**src/rbst_pkg.sv**
```systemverilog
// Shared types and constants for the ray versus box slab test.
package rbst_pkg;

    localparam int COORD_BITS    = 32;
    localparam int FRACTION_BITS = 16;

    // Exact difference magnitude, then scaled numerator for the division.
    localparam int MAG_W   = COORD_BITS + 1;
    localparam int NUM_W   = MAG_W + FRACTION_BITS;
    // Divider: one input stage, one stage per quotient bit, one saturation stage.
    localparam int DIV_LAT = NUM_W + 2;
    localparam int AXES    = 3;

    typedef logic signed [COORD_BITS-1:0] coord_t;

    localparam coord_t COORD_MAX = {1'b0, {(COORD_BITS-1){1'b1}}};
    localparam coord_t COORD_MIN = {1'b1, {(COORD_BITS-1){1'b0}}};

    localparam logic [NUM_W-1:0] POS_LIMIT =
        {{(NUM_W-COORD_BITS+1){1'b0}}, {(COORD_BITS-1){1'b1}}};
    localparam logic [NUM_W-1:0] NEG_LIMIT =
        {{(NUM_W-COORD_BITS){1'b0}}, 1'b1, {(COORD_BITS-1){1'b0}}};

    typedef struct packed {
        coord_t origin_x;
        coord_t origin_y;
        coord_t origin_z;
        coord_t dir_x;
        coord_t dir_y;
        coord_t dir_z;
        coord_t box_min_x;
        coord_t box_min_y;
        coord_t box_min_z;
        coord_t box_max_x;
        coord_t box_max_y;
        coord_t box_max_z;
    } ray_box_t;

    typedef struct packed {
        logic   hit;
        coord_t distance;
    } hit_result_t;

    typedef struct packed {
        logic dir_zero;
        logic outside;
    } axis_flags_t;

    typedef struct packed {
        logic   miss;
        coord_t t_near;
        coord_t t_far;
    } interval_t;

endpackage

```
**src/rbst_merge.sv**
```systemverilog
// Axis-by-axis interval narrowing, one axis per pipeline stage.
module rbst_merge
    import rbst_pkg::*;
(
    input  logic                   aclk,
    input  logic                   en,
    input  coord_t      [AXES-1:0] t_a,
    input  coord_t      [AXES-1:0] t_b,
    input  axis_flags_t [AXES-1:0] flags,
    output interval_t              res
);

    function automatic interval_t axis_step(interval_t cur, coord_t a, coord_t b,
                                            axis_flags_t f);
        interval_t nxt;
        coord_t    lo;
        coord_t    hi;
        nxt = cur;
        lo  = (a > b) ? b : a;
        hi  = (a > b) ? a : b;
        if (!cur.miss) begin
            if (f.dir_zero) begin
                nxt.miss = f.outside;
            end else begin
                nxt.t_near = (lo > cur.t_near) ? lo : cur.t_near;
                nxt.t_far  = (hi < cur.t_far) ? hi : cur.t_far;
                nxt.miss   = (nxt.t_near > nxt.t_far) || nxt.t_far[COORD_BITS-1];
            end
        end
        return nxt;
    endfunction

    interval_t              iv_reg    [0:AXES-1];
    coord_t      [AXES-1:0] ta_reg    [0:AXES-1];
    coord_t      [AXES-1:0] tb_reg    [0:AXES-1];
    axis_flags_t [AXES-1:0] flags_reg [0:AXES-1];
    interval_t              start_iv;

    assign start_iv = '{miss: 1'b0, t_near: COORD_MIN, t_far: COORD_MAX};

    always_ff @(posedge aclk) begin
        if (en) begin
            iv_reg[0]    <= axis_step(start_iv, t_a[0], t_b[0], flags[0]);
            ta_reg[0]    <= t_a;
            tb_reg[0]    <= t_b;
            flags_reg[0] <= flags;
        end
    end

    genvar k;
    generate
        for (k = 1; k < AXES; k++) begin : g_axis
            always_ff @(posedge aclk) begin
                if (en) begin
                    iv_reg[k]    <= axis_step(iv_reg[k-1], ta_reg[k-1][k],
                                              tb_reg[k-1][k], flags_reg[k-1][k]);
                    ta_reg[k]    <= ta_reg[k-1];
                    tb_reg[k]    <= tb_reg[k-1];
                    flags_reg[k] <= flags_reg[k-1];
                end
            end
        end
    endgenerate

    assign res = iv_reg[AXES-1];

endmodule

```
**config.mk**
```make
export PLATFORM = sky130hd
export DESIGN_NAME = rbst_merge
export DESIGN_NICKNAME = d
export VERILOG_FILES = /design/src/rbst_pkg.sv /design/src/rbst_merge.sv
export SDC_FILE = /design/constraint.sdc
export NUM_CORES = 1
export LEC_CHECK = 0
export BUFFER_PORTS_ARGS = -buffer_cell sky130_fd_sc_hd__buf_2
export CORE_MARGIN = 2
export CORE_UTILIZATION = 35
export CTS_BUF_LIST = sky130_fd_sc_hd__clkbuf_4 sky130_fd_sc_hd__clkbuf_8 sky130_fd_sc_hd__clkbuf_16
export DETAILED_ROUTE_END_ITERATION = 6
export PLACE_DENSITY_LB_ADDON = 0.15
export SETUP_SLACK_MARGIN = 0.02
export SLEW_MARGIN = 20
export SYNTH_ARGS = -nofsm -noshare
export SYNTH_HDL_FRONTEND = slang
export SYNTH_SLANG_ARGS = --single-unit
```
**constraint.sdc**
```tcl
create_clock -name aclk -period 7.5 [get_ports aclk]
set_input_delay 0.75 -clock aclk [delete_from_list [all_inputs] [get_ports aclk]]
set_output_delay 0.75 -clock aclk [all_outputs]
set_load 0.05 [all_outputs]
```
* Word-level counts from Yosys, hierarchy flattened
Memories as Yosys holds them, arrays and structs flattened.
Cells that the tools add are included.
** Operators by class
- Reductions and logical operators :: 3
- Order comparisons :: 12
- Muxes and demuxes :: 25
** Operators by type and width (number)
- two-way mux 32 bit :: 12
- two-way mux 65 bit :: 5
- greater-than comparator 32 bit :: 8
- two-way mux 64 bit :: 3
- less-than comparator 32 bit :: 2
- greater-than comparator 32 bit (second input constant) :: 1
- less-than comparator 32 bit (second input constant) :: 1
- two-way mux 1 bit :: 5
- logical OR 1 bit :: 3
** Word-level totals
- Input bits :: 200
- Memories :: 4
- Bits in registers :: 0
- Output and inout port bits :: 65
- Bits in writable memories :: 789
** Memory list
- ta_reg :: depth 3, bits a word 96, read ports 2, clocked after Yosys merged registers in 0, write ports 3, RTL line rbst_merge.sv:34 : coord_t [AXES-1:0] ta_reg [0:AXES-1];
- tb_reg :: depth 3, bits a word 96, read ports 2, clocked after Yosys merged registers in 0, write ports 3, RTL line rbst_merge.sv:35 : coord_t [AXES-1:0] tb_reg [0:AXES-1];
- iv_reg :: depth 3, bits a word 65, read ports 3, clocked after Yosys merged registers in 0, write ports 3, RTL line rbst_merge.sv:33 : interval_t iv_reg [0:AXES-1];
- flags_reg :: depth 3, bits a word 6, read ports 2, clocked after Yosys merged registers in 0, write ports 3, RTL line rbst_merge.sv:36 : axis_flags_t [AXES-1:0] flags_reg [0:AXES-1];

* Longest topological paths before layout
Gate-level depths: netlist of the first run.
An unclocked memory read counts as a cell.
- Depth after elaboration :: 10
- Mapped depth :: 37

* Worst setup path before layout of the first run
OpenSTA, ideal clock, no wires.
- Kind :: reg-to-reg
- Start point :: mem ta_reg[0][46] in the netlist's numbering
- End point :: mem iv_reg[0][129] in the netlist's numbering, data pin
- Data arrival time :: 6907 ps
- Slack :: 441 ps
- Cell stages (with the launch flop) :: 35
- Clock period less this slack :: 7059 ps
- Library setup time :: 152 ps
- Required time :: 7348 ps
- Path through :: edfxtp_1 ha_1 a21oi_1 nand2_1 a221o_1 or3_1 a21oi_1 mux2i_1 buf_2 clkbuf_1 nand2_1 o21ai_0 ha_1 a211oi_1 o21ai_0 a21o_1 a211o_1 a21oi_1 o211ai_1 nor4_1 a211o_1 buf_2 buf_2 mux2i_1 ha_1 a21o_1 a21o_1 a21oi_1 nor2b_1 o21ai_0 a221oi_1 nor4_1 nor2_1 a211o_1 a31oi_1
** RTL lines (RTL line)
- start, declared :: rbst_merge.sv:34
- end, declared :: rbst_merge.sv:33

==> impl_metrics.csv, run 1 <==
group,metric,value,unit
outcome,status,"complete, no violations",
worst_setup_path,rr_worst_depth,35,
grt,grt_pass1_vias,18700,
synth,yosys_warnings,0,
detailed_routing,wl,75.6,mm
synth,ys_seq_area_share,46.0,%
synth,synth_top_area_cell,"edfxtp_1",
worst_setup_path,crit_top_cell,"buf_4",
layout,largest_reg_flops,195,
worst_setup_path,path_max_fanout,14,
cts,ctsRootBufferMaster,"clkbuf_16",
grt,grt_remaining_overflow,0,
placed_design,hpwl,59.6,mm
synth,synthXorXnorAreaFrac,0.0975,%
layout,final_core_util,43.2,%
floorplan,ios,265,
detailed_routing,first_iter_violations,1256,
detailed_routing,drtAntennaViolNets,0,
worst_setup_path,startpoint,"ta_reg[0][33]$_DFFE_PP_",
worst_setup_path,cp_slowest_stage_delay,0.47,ns
synth,ys_types,57,
synth,synth-seq-cells,393,
synth,syn_area,0.0257,mm2
synth,yosys-mux-area-fraction,13.1,%
floorplan,initial_utilization,35.3,%
placed_design,gp_congestion,0.920,
grt,antenna_found_initial,0,
worst_setup_path,rr_endpoint,"iv_reg[0][129]$_SDFFCE_PP1P_",
grt,grt_start_max_net_pins,161,
min_path,whs_path_depth,1,
power,power_density,294,mW/mm2
cts,postCtsHoldBufs,0,
sta,skew,0.0263,ns
placed_design,placed_cell_area,0.0291,mm2
min_path,holdPathEnd,"ta_reg[0][34]$_DFFE_PP_",
synth,synth_compound_area_share,9.74,%
cts,clkTransAtPathRegs,0.07,ns
cts,ctsHtreeMaxLevel,2,
synth,syn-instance-count,2281,
synth,synth_top_family_by_area,"adder cells",
synth,synth_top_cells_by_area,"edfxtp_1, ha_1, mux2_2, inv_1, o21ai_0",
detailed_routing,dr.pass1.iters,5,
synth,syn_nets,2799,
sta,slew_viol_final,0,
min_path,hold_path.startpoint,"t_a[34]",
power,ir_worst_vdd,0.000181,V
power,leakage,14.0,nW
synth,synthFlopType,"edfxtp_1",
placed_design,port_buffers,264,
detailed_routing,wl_per_cell,20.5,um
worst_setup_path,start_kind,"register",
sta,setup_viol,0,
floorplan,dieArea,0.0755,mm2
worst_setup_path,cp.arrival,7.74,ns
detailed_routing,drc,0,
grt,grt_pass1_wl,109,mm
floorplan,die_w,275,um
cts,cts.sinks,393,
floorplan,core_area,0.0727,mm2
synth,ys_async_sr_fraction,0,%
cts,cts_buffers,42,
layout,drive_gt1_share,31.5,%
layout,nFillCells,6822,
synth,synth-simple-area-share,8.91,%
floorplan,dieHeight,275,um
synth,synth_edf_count,393,
sta,setup_slack,0.183,ns
sta,fmax,137,MHz
synth,syn_avg_cell_area,11.2,um2
synth,synthAdderAreaFrac,15.5,%
layout,antenna_cells,0,
worst_setup_path,critPathRequiredTime,7.92,ns
cts,cts_tree,"done",
detailed_routing,vias,18800,
sta,tightest_slew,1.01,ns
layout,syn_to_final_growth,22.4,%
worst_setup_path,crit_slowest_cell,"edfxtp_1",
worst_setup_path,worstSetupPathType,"register to register",
layout,layout_common_cells,"edfxtp_1, ha_1, buf_2",
sta,timing.slew.headroom,32.8,%
worst_setup_path,r2r_slack,0.18,ns
floorplan,rows,99,
synth,netlist.area_leader.share,46.0,%
layout,nets,3221,
placed_design,post-place-ws,-0.630,ns
sta,layout_min_cycle_time,7.32,ns
worst_setup_path,rr_startpoint,"ta_reg[0][33]$_DFFE_PP_",
sta,hold_viol_final,0,
cts,clock_path_buffers,3,
sta,rsz0062_at_grt,"yes",
grt,track_usage,19.3,%
min_path,hold_path_class,"input pin to register",
worst_setup_path,crit_path_end_kind,"register",
layout,final_area,0.0314,mm2
sta,period_share,97.6,%
layout,final_common_cell,"edfxtp_1",
job,drv_cap,0,
detailed_routing,viasPerCell,5.08,
cts,clk_latency,0.57,ns
per-stage QoR:
stage	std cells	hold WS, ns	power, mW	TNS [ns]
after floorplan	2281	0.400	5.39	0
after global placement	3581	0.406	6.87	-0.601
after detailed placement	3581	0.405	6.94	-0.906
after CTS	3665	0.309	9.06	0
after global routing	3694	0.322	9.81	-0.0858
final	3694	0.354	9.22	0
worst max-delay path, delay by kind of cell, from the launching register on:
family                   cells  cell delay (ns)
AO/OA/AOI/OAI               10             2.04
adder cells (fa/ha/maj)      3             0.73
multiplexers                 2             0.40
flip-flops                   1             0.47
buffers and inverters        9             1.37
AND/OR/NAND/NOR             11             2.14
report_power, final:
group / internal, mW / leakage (nW) / switching [mW]
combinational: 2.00 / 9.52 / 2.37
sequential: 2.71 / 3.85 / 0.159
clock: 1.11 / 0.641 / 0.867
cells by family after synthesis:
logic type      Yosys count
simple gates            477
compound gates          423
flops                   393
buf+inv                 371
fa+ha+maj               318
mux                     297
xor+xnor                  2
what timing repair did:
| item | CTS | global route |
|---|---|---|
| cloned | 4 | 3 |
| gates resized for setup | 25 | 126 |
| buffers inserted | 4 | 28 |
| pin swaps | 9 | 72 |
| endpoints found under the setup margin | 2 | 2 |
synthesized netlist by cell type (18+ instances only):
cell	number
edfxtp_1	393
ha_1	318
inv_1	233
nand2_1	187
o21ai_0	173
mux2_2	169
a21oi_1	117
buf_4	69
mux2i_1	68
nor2_1	66
nand4_1	59
a21o_1	53
nand3_1	49
clkbuf_1	40
and2_1	33
mux2_1	30
mux2_4	30
nor2b_1	19
nor3_1	19
buf_2	18
final cells by class:
| class | count | area, um2 | area share (%) |
|---|---|---|---|
| Multi-Input combinational cell | 1520 | 12800 | 40.7 |
| Clock inverter | 27 | 174 | 0.554 |
| Inverter | 234 | 878 | 2.80 |
| Clock buffer | 49 | 1120 | 3.57 |
| Sequential cell | 393 | 11800 | 37.6 |
| Tap cell | 959 | 1200 | 3.82 |
| Timing Repair Buffer | 512 | 3450 | 11.0 |
how the worst max path moves through the flow:
stage                                               to  slack (ns)  cells after the start
after global placement    iv_reg[0][129]$_SDFFCE_PP1P_       -0.40                     30
after global routing      iv_reg[0][129]$_SDFFCE_PP1P_       -0.09                     36
after CTS                 iv_reg[0][129]$_SDFFCE_PP1P_       0.008                     34
after floorplan           iv_reg[0][129]$_SDFFCE_PP1P_        0.44                     34
final                     iv_reg[0][129]$_SDFFCE_PP1P_        0.18                     35
after detailed placement  iv_reg[0][129]$_SDFFCE_PP1P_       -0.63                     30
metal layers:
layer	vias up	global-route usage, %	wire [um]
li1	9184	-	-
met1	9022	27.6	36900
met2	457	30.7	33800
met3	99	2.19	2950
met4	0	5.62	2010
met5	-	0	0
(Power assumes the default switching activity.)
==> run 2, diff against run 1 <==
- RECOVER_POWER: default -> 25
==> run 2 against run 1 <==
Compared with the run above:
- the run now ends with capacitance limit, slew limit left
- critical endpoint unchanged
- clock-buffer cell count did not move
- sequential power about the same
- sequential share of layout area grew 0.057 points
- clock power barely moved
- critical path type unchanged
- register-to-register slack barely moved
- routed wire length barely moved
- highest routed layer unchanged
- first-iteration DRC count fell by 4.3%
- largest cell class unchanged
- via count about the same
==> impl_metrics.csv, run 2 (synthesized netlist as in run 1, its figures left out) <==
group,metric,value,unit
power,leakage,13.9,nW
grt,grt_start_max_net_pins,161,
layout,syn_to_final_growth,22.2,%
detailed_routing,dr.pass1.iters,5,
detailed_routing,viasPerCell,5.08,
floorplan,dieHeight,275,um
sta,rsz0062_at_grt,"yes",
job,drv_cap,1,
placed_design,placed_cells,3581,
sta,fmax,137,MHz
layout,final_common_cell,"edfxtp_1",
cts,clkTransAtPathRegs,0.07,ns
sta,setup_viol,0,
layout,antenna_cells,0,
worst_setup_path,crit_path_end_kind,"register",
cts,ctsRootBufferMaster,"clkbuf_16",
floorplan,ios,265,
worst_setup_path,critPathTopFamily,"simple AND/OR/NAND/NOR gates",
floorplan,dieArea,0.0755,mm2
worst_setup_path,critPathRequiredTime,7.92,ns
placed_design,placed_cell_area,0.0291,mm2
layout,final_core_util,43.1,%
placed_design,hpwl,59.6,mm
layout,stdcell_count,3694,
cts,clk_latency,0.57,ns
detailed_routing,wl_per_cell,20.5,um
min_path,hold_path.startpoint,"t_a[34]",
power,power_density,294,mW/mm2
worst_setup_path,path_buf_inv,9,
placed_design,gp_congestion,0.920,
worst_setup_path,rr_startpoint,"ta_reg[0][33]$_DFFE_PP_",
worst_setup_path,startpoint,"ta_reg[0][33]$_DFFE_PP_",
detailed_routing,first_iter_violations,1202,
sta,layout_min_cycle_time,7.31,ns
sta,hold_ws,0.355,ns
sta,tightest_slew,4.29,ns
layout,largest_reg_flops,195,
floorplan,rows,99,
sta,period_share,97.5,%
power,p_total,9.22,mW
floorplan,core_area,0.0727,mm2
floorplan,die_w,275,um
layout,drive_gt1_share,30.4,%
grt,grt_pass1_vias,18700,
placed_design,port_buffers,264,
floorplan,initial_utilization,35.3,%
cts,cts.sinks,393,
layout,nFillCells,6830,
worst_setup_path,cp.arrival,7.73,ns
worst_setup_path,cp_slowest_stage_delay,0.47,ns
layout,final_area,0.0314,mm2
outcome,status,"complete, but fails checks",
placed_design,post-place-ws,-0.630,ns
detailed_routing,drc,0,
grt,track_usage,19.3,%
cts,clock_path_buffers,3,
layout,nets,3221,
layout,layout_common_cells,"edfxtp_1, ha_1, buf_2",
grt,grt_pass1_wl,109,mm
power,ir_worst_vdd,0.000181,V
detailed_routing,vias,18800,
min_path,hold_path_class,"input pin to register",
outcome,failed_checks,"capacitance limit, slew limit",
grt,antenna_found_initial,0,
worst_setup_path,start_kind,"register",
worst_setup_path,crit_slowest_cell,"edfxtp_1",
cts,ctsHtreeMaxLevel,2,
cts,cts_buffers,42,
worst_setup_path,path_max_fanout,14,
detailed_routing,drtAntennaViolNets,0,
sta,slew_viol_final,82,
sta,setup_slack,0.191,ns
worst_setup_path,worstSetupPathType,"register to register",
sta,timing.slew.headroom,-186,%
worst_setup_path,r2r_slack,0.19,ns
sta,fin_tns_setup,0,ns
sta,hold_viol_final,0,
grt,grt_remaining_overflow,0,
cts,cts_tree,"done",
detailed_routing,wl,75.7,mm
sta,skew,0.0274,ns
cts,postCtsHoldBufs,0,
worst_setup_path,crit_top_cell,"buf_4",
[run 2: cell count changes in the layout (fill, tap and decap cells not counted)]
cell / change
buf_2: -29
buf_8: -1
clkbuf_1: +30
[run 2: final cells by class]
class,count,area [um2],share of cell area (%)
Clock buffer,49,1120,3.58
Clock inverter,27,174,0.555
Inverter,234,878,2.80
Multi-Input combinational cell,1520,12800,40.8
Sequential cell,393,11800,37.6
Tap cell,959,1200,3.83
Timing Repair Buffer,512,3400,10.8
[run 2: metal layers]
layer | part of all wire, % | wire length [um] | global-route usage (%) | up-vias
met5 | 0 | 0 | 0 | -
met4 | 2.7 | 2050 | 5.62 | 0
met3 | 4.0 | 3040 | 2.19 | 101
met2 | 45 | 33700 | 30.7 | 452
met1 | 49 | 36800 | 27.6 | 9017
li1 | - | - | - | 9185
[run 2: repair_timing]
item / CTS / global route
cloned: 4 / 3
gates resized for setup: 25 / 126
pin swaps: 9 / 72
buffers inserted: 4 / 28
endpoints found under the setup margin: 2 / 2
[run 2: power breakdown]
group          internal, mW  switching [mW]  total, mW
Clock                  1.11           0.867       1.98
Combinational          2.00            2.37       4.37
Sequential             2.72           0.159       2.87
Total                  5.82            3.40       9.22
[run 2: worst paths after layout]
| check | endpoint | cells past startpoint |
|---|---|---|
| worst max-delay path | iv_reg[0][129]$_SDFFCE_PP1P_ | 35 |
| worst min-delay path | ta_reg[0][34]$_DFFE_PP_ | 1 |
| worst max register to register | iv_reg[0][129]$_SDFFCE_PP1P_ | 35 |
| worst min register to register | ta_reg[0][167]$_DFFE_PP_ | 0 |
==> run 3, diff against run 2 <==
- CORE_ASPECT_RATIO: default -> 2
==> run 3 against run 2 <==
Compared with the run above:
- the run still ends with capacitance limit, slew limit left
- largest cell class unchanged
- routed wire length is 3.3% higher
- setup slack worse by 0.045 ns
- hold slack better by 0.0036 ns
- cell area is 3.1% higher
- global-route usage is 0.92 points higher
- utilization is 1.3 points higher
- sequential share of layout area is 1.1 points lower
- critical path type unchanged
- clock power is 7% higher
- highest routed layer unchanged
- power is 5.8% higher
- maximum frequency is 0.61% lower
==> impl_metrics.csv, run 3 (synthesized netlist as in run 1, its figures left out) <==
group,metric,value,unit
layout,nFillCells,6864,
job,drv_cap,1,
detailed_routing,drtAntennaViolNets,0,
detailed_routing,viasPerCell,5.05,
worst_setup_path,rr_endpoint,"iv_reg[0][129]$_SDFFCE_PP1P_",
worst_setup_path,rr_worst_depth,35,
grt,track_usage,20.2,%
placed_design,post-place-ws,-0.578,ns
worst_setup_path,critPathRequiredTime,7.92,ns
cts,ctsRootBufferMaster,"clkbuf_16",
sta,hold_ws,0.359,ns
power,ir_worst_vdd,0.000145,V
min_path,whs_path_depth,1,
sta,setup_viol,0,
floorplan,die_w,195,um
floorplan,dieHeight,387,um
detailed_routing,wl,78.2,mm
placed_design,hpwl,63.1,mm
power,power_frac_comb,49.1,%
power,power_frac_seq,29.3,%
worst_setup_path,start_kind,"register",
worst_setup_path,rr_startpoint,"tb_reg[0][46]$_DFFE_PP_",
floorplan,initial_utilization,35.3,%
power,p_sw_share,36.4,%
worst_setup_path,crit_top_cell,"nand4_1",
cts,cts.sinks,393,
layout,layout_common_cells,"edfxtp_1, buf_4, ha_1",
grt,grt_start_max_net_pins,158,
detailed_routing,dr.pass1.iters,7,
grt,antenna_found_initial,1,
power,cellInternalPower,6.20,mW
detailed_routing,vias,18900,
worst_setup_path,path_max_fanout,6,
cts,clock_path_buffers,3,
worst_setup_path,cp.arrival,7.78,ns
cts,ctsHtreeMaxLevel,2,
sta,setup_slack,0.146,ns
placed_design,port_buffers,264,
min_path,hold_path.startpoint,"t_b[89]",
worst_setup_path,cp_slowest_stage_delay,0.45,ns
layout,nets,3303,
sta,timing.slew.headroom,-264,%
power,power_density,302,mW/mm2
layout,syn_to_final_growth,26.0,%
sta,skew,0.0291,ns
worst_setup_path,crit_slowest_cell,"or3_4",
sta,slew_viol_final,102,
cts,clkTransAtPathRegs,0.08,ns
worst_setup_path,r2r_slack,0.15,ns
power,clkPwrFrac,21.6,%
layout,largest_reg_flops,195,
power,leakage,14.4,nW
cts,clk_latency,0.57,ns
min_path,hold_path_class,"input pin to register",
worst_setup_path,worstSetupPathType,"register to register",
sta,hold_viol_final,0,
detailed_routing,wl_per_cell,20.9,um
grt,grt_remaining_overflow,0,
sta,rsz0062_at_grt,"yes",
floorplan,ios,265,
floorplan,rows,140,
detailed_routing,first_iter_violations,655,
detailed_routing,drc,0,
layout,drive_gt1_share,34.1,%
layout,final_common_cell,"edfxtp_1",
cts,postCtsHoldBufs,0,
sta,fmax,136,MHz
min_path,holdPathEnd,"tb_reg[0][89]$_DFFE_PP_",
outcome,failed_checks,"capacitance limit, slew limit",
floorplan,core_area,0.0727,mm2
outcome,status,"complete, but fails checks",
sta,layout_min_cycle_time,7.35,ns
cts,cts_tree,"done",
worst_setup_path,crit_path_end_kind,"register",
floorplan,dieArea,0.0756,mm2
placed_design,gp_congestion,0.952,
grt,grt_pass1_vias,19800,
grt,grt_pass1_wl,114,mm
sta,period_share,98.1,%
cts,cts_buffers,38,
layout,antenna_cells,0,
sta,tightest_slew,5.46,ns
power,p_switching,3.55,mW
run 3: stage by stage:
| step | std cells | util [%] | instance area (um2) | setup TNS (ns) | total power [mW] |
|---|---|---|---|---|---|
| 3_3_place_gp | 3630 | 41.0 | 29800 | -1.12 | 7.14 |
| 3_5_place_dp | 3630 | 41.0 | 29800 | -1.09 | 7.20 |
| 4_1_cts | 3714 | 43.4 | 31600 | 0 | 9.55 |
| 5_1_grt | 3736 | 44.5 | 32300 | -0.275 | 10.4 |
| 6_report | 3736 | 44.5 | 32300 | 0 | 9.75 |
| 2_1_floorplan | 2281 | - | 25700 | 0 | 5.39 |
run 3: critical path, delay by kind of cell, from the launching register on:
kind / cells / cell delay, ns
adder cells (fa/ha/maj): 3 / 0.78
multiplexers: 3 / 0.94
buffers and inverters: 7 / 0.94
flip-flops: 1 / 0.40
AO/OA/AOI/OAI: 9 / 1.72
AND/OR/NAND/NOR: 13 / 2.43
run 3: power by group through the flow:
stage / combinational, mW / sequential, mW / clock [mW]
final: 4.79 / 2.86 / 2.11
after global routing: 5.23 / 2.88 / 2.24
after CTS: 4.50 / 2.86 / 2.19
after detailed placement: 4.30 / 2.90 / 0
after global placement: 4.23 / 2.90 / 0
after floorplan: 2.57 / 2.82 / 0
run 3: layout make-up:
| cell class | count | area [um2] | share of cell area [%] |
|---|---|---|---|
| clock buffer | 48 | 1080 | 3.34 |
| multi-input combinational | 1517 | 12900 | 40.0 |
| clock inverter | 20 | 290 | 0.898 |
| tap | 923 | 1150 | 3.57 |
| timing repair buffer | 601 | 4190 | 12.9 |
| inverter | 234 | 878 | 2.72 |
| sequential | 393 | 11800 | 36.5 |
run 3: what timing repair did:
item                       CTS  global route
cloned                       2             3
buffers inserted            14            20
resized for setup           58           123
pin swaps                   26            69
setup endpoints to repair    2             2
run 3: worst max path at each step:
stage / start / endpoint / slack (ns) / depth (start not counted)
floorplan: ta_reg[0][46]$_DFFE_PP_ / iv_reg[0][129]$_SDFFCE_PP1P_ / 0.44 / 34
global placement: ta_reg[0][47]$_DFFE_PP_ / iv_reg[0][129]$_SDFFCE_PP1P_ / -0.61 / 31
detailed placement: ta_reg[0][167]$_DFFE_PP_ / iv_reg[0][194]$_SDFFCE_PP1P_ / -0.58 / 38
CTS: ta_reg[0][33]$_DFFE_PP_ / iv_reg[0][129]$_SDFFCE_PP1P_ / 0.03 / 36
global route: tb_reg[0][46]$_DFFE_PP_ / iv_reg[0][129]$_SDFFCE_PP1P_ / -0.27 / 35
finish: tb_reg[0][46]$_DFFE_PP_ / iv_reg[0][129]$_SDFFCE_PP1P_ / 0.15 / 35
run 3: metal layers:
layer / wire (um) / track usage [%] / up-vias
li1: - / - / 9319
met1: 29800 / 22.0 / 8915
met2: 40000 / 36.8 / 459
met3: 2490 / 2.12 / 177
met4: 5910 / 13.3 / 0
met5: 0 / 0 / -
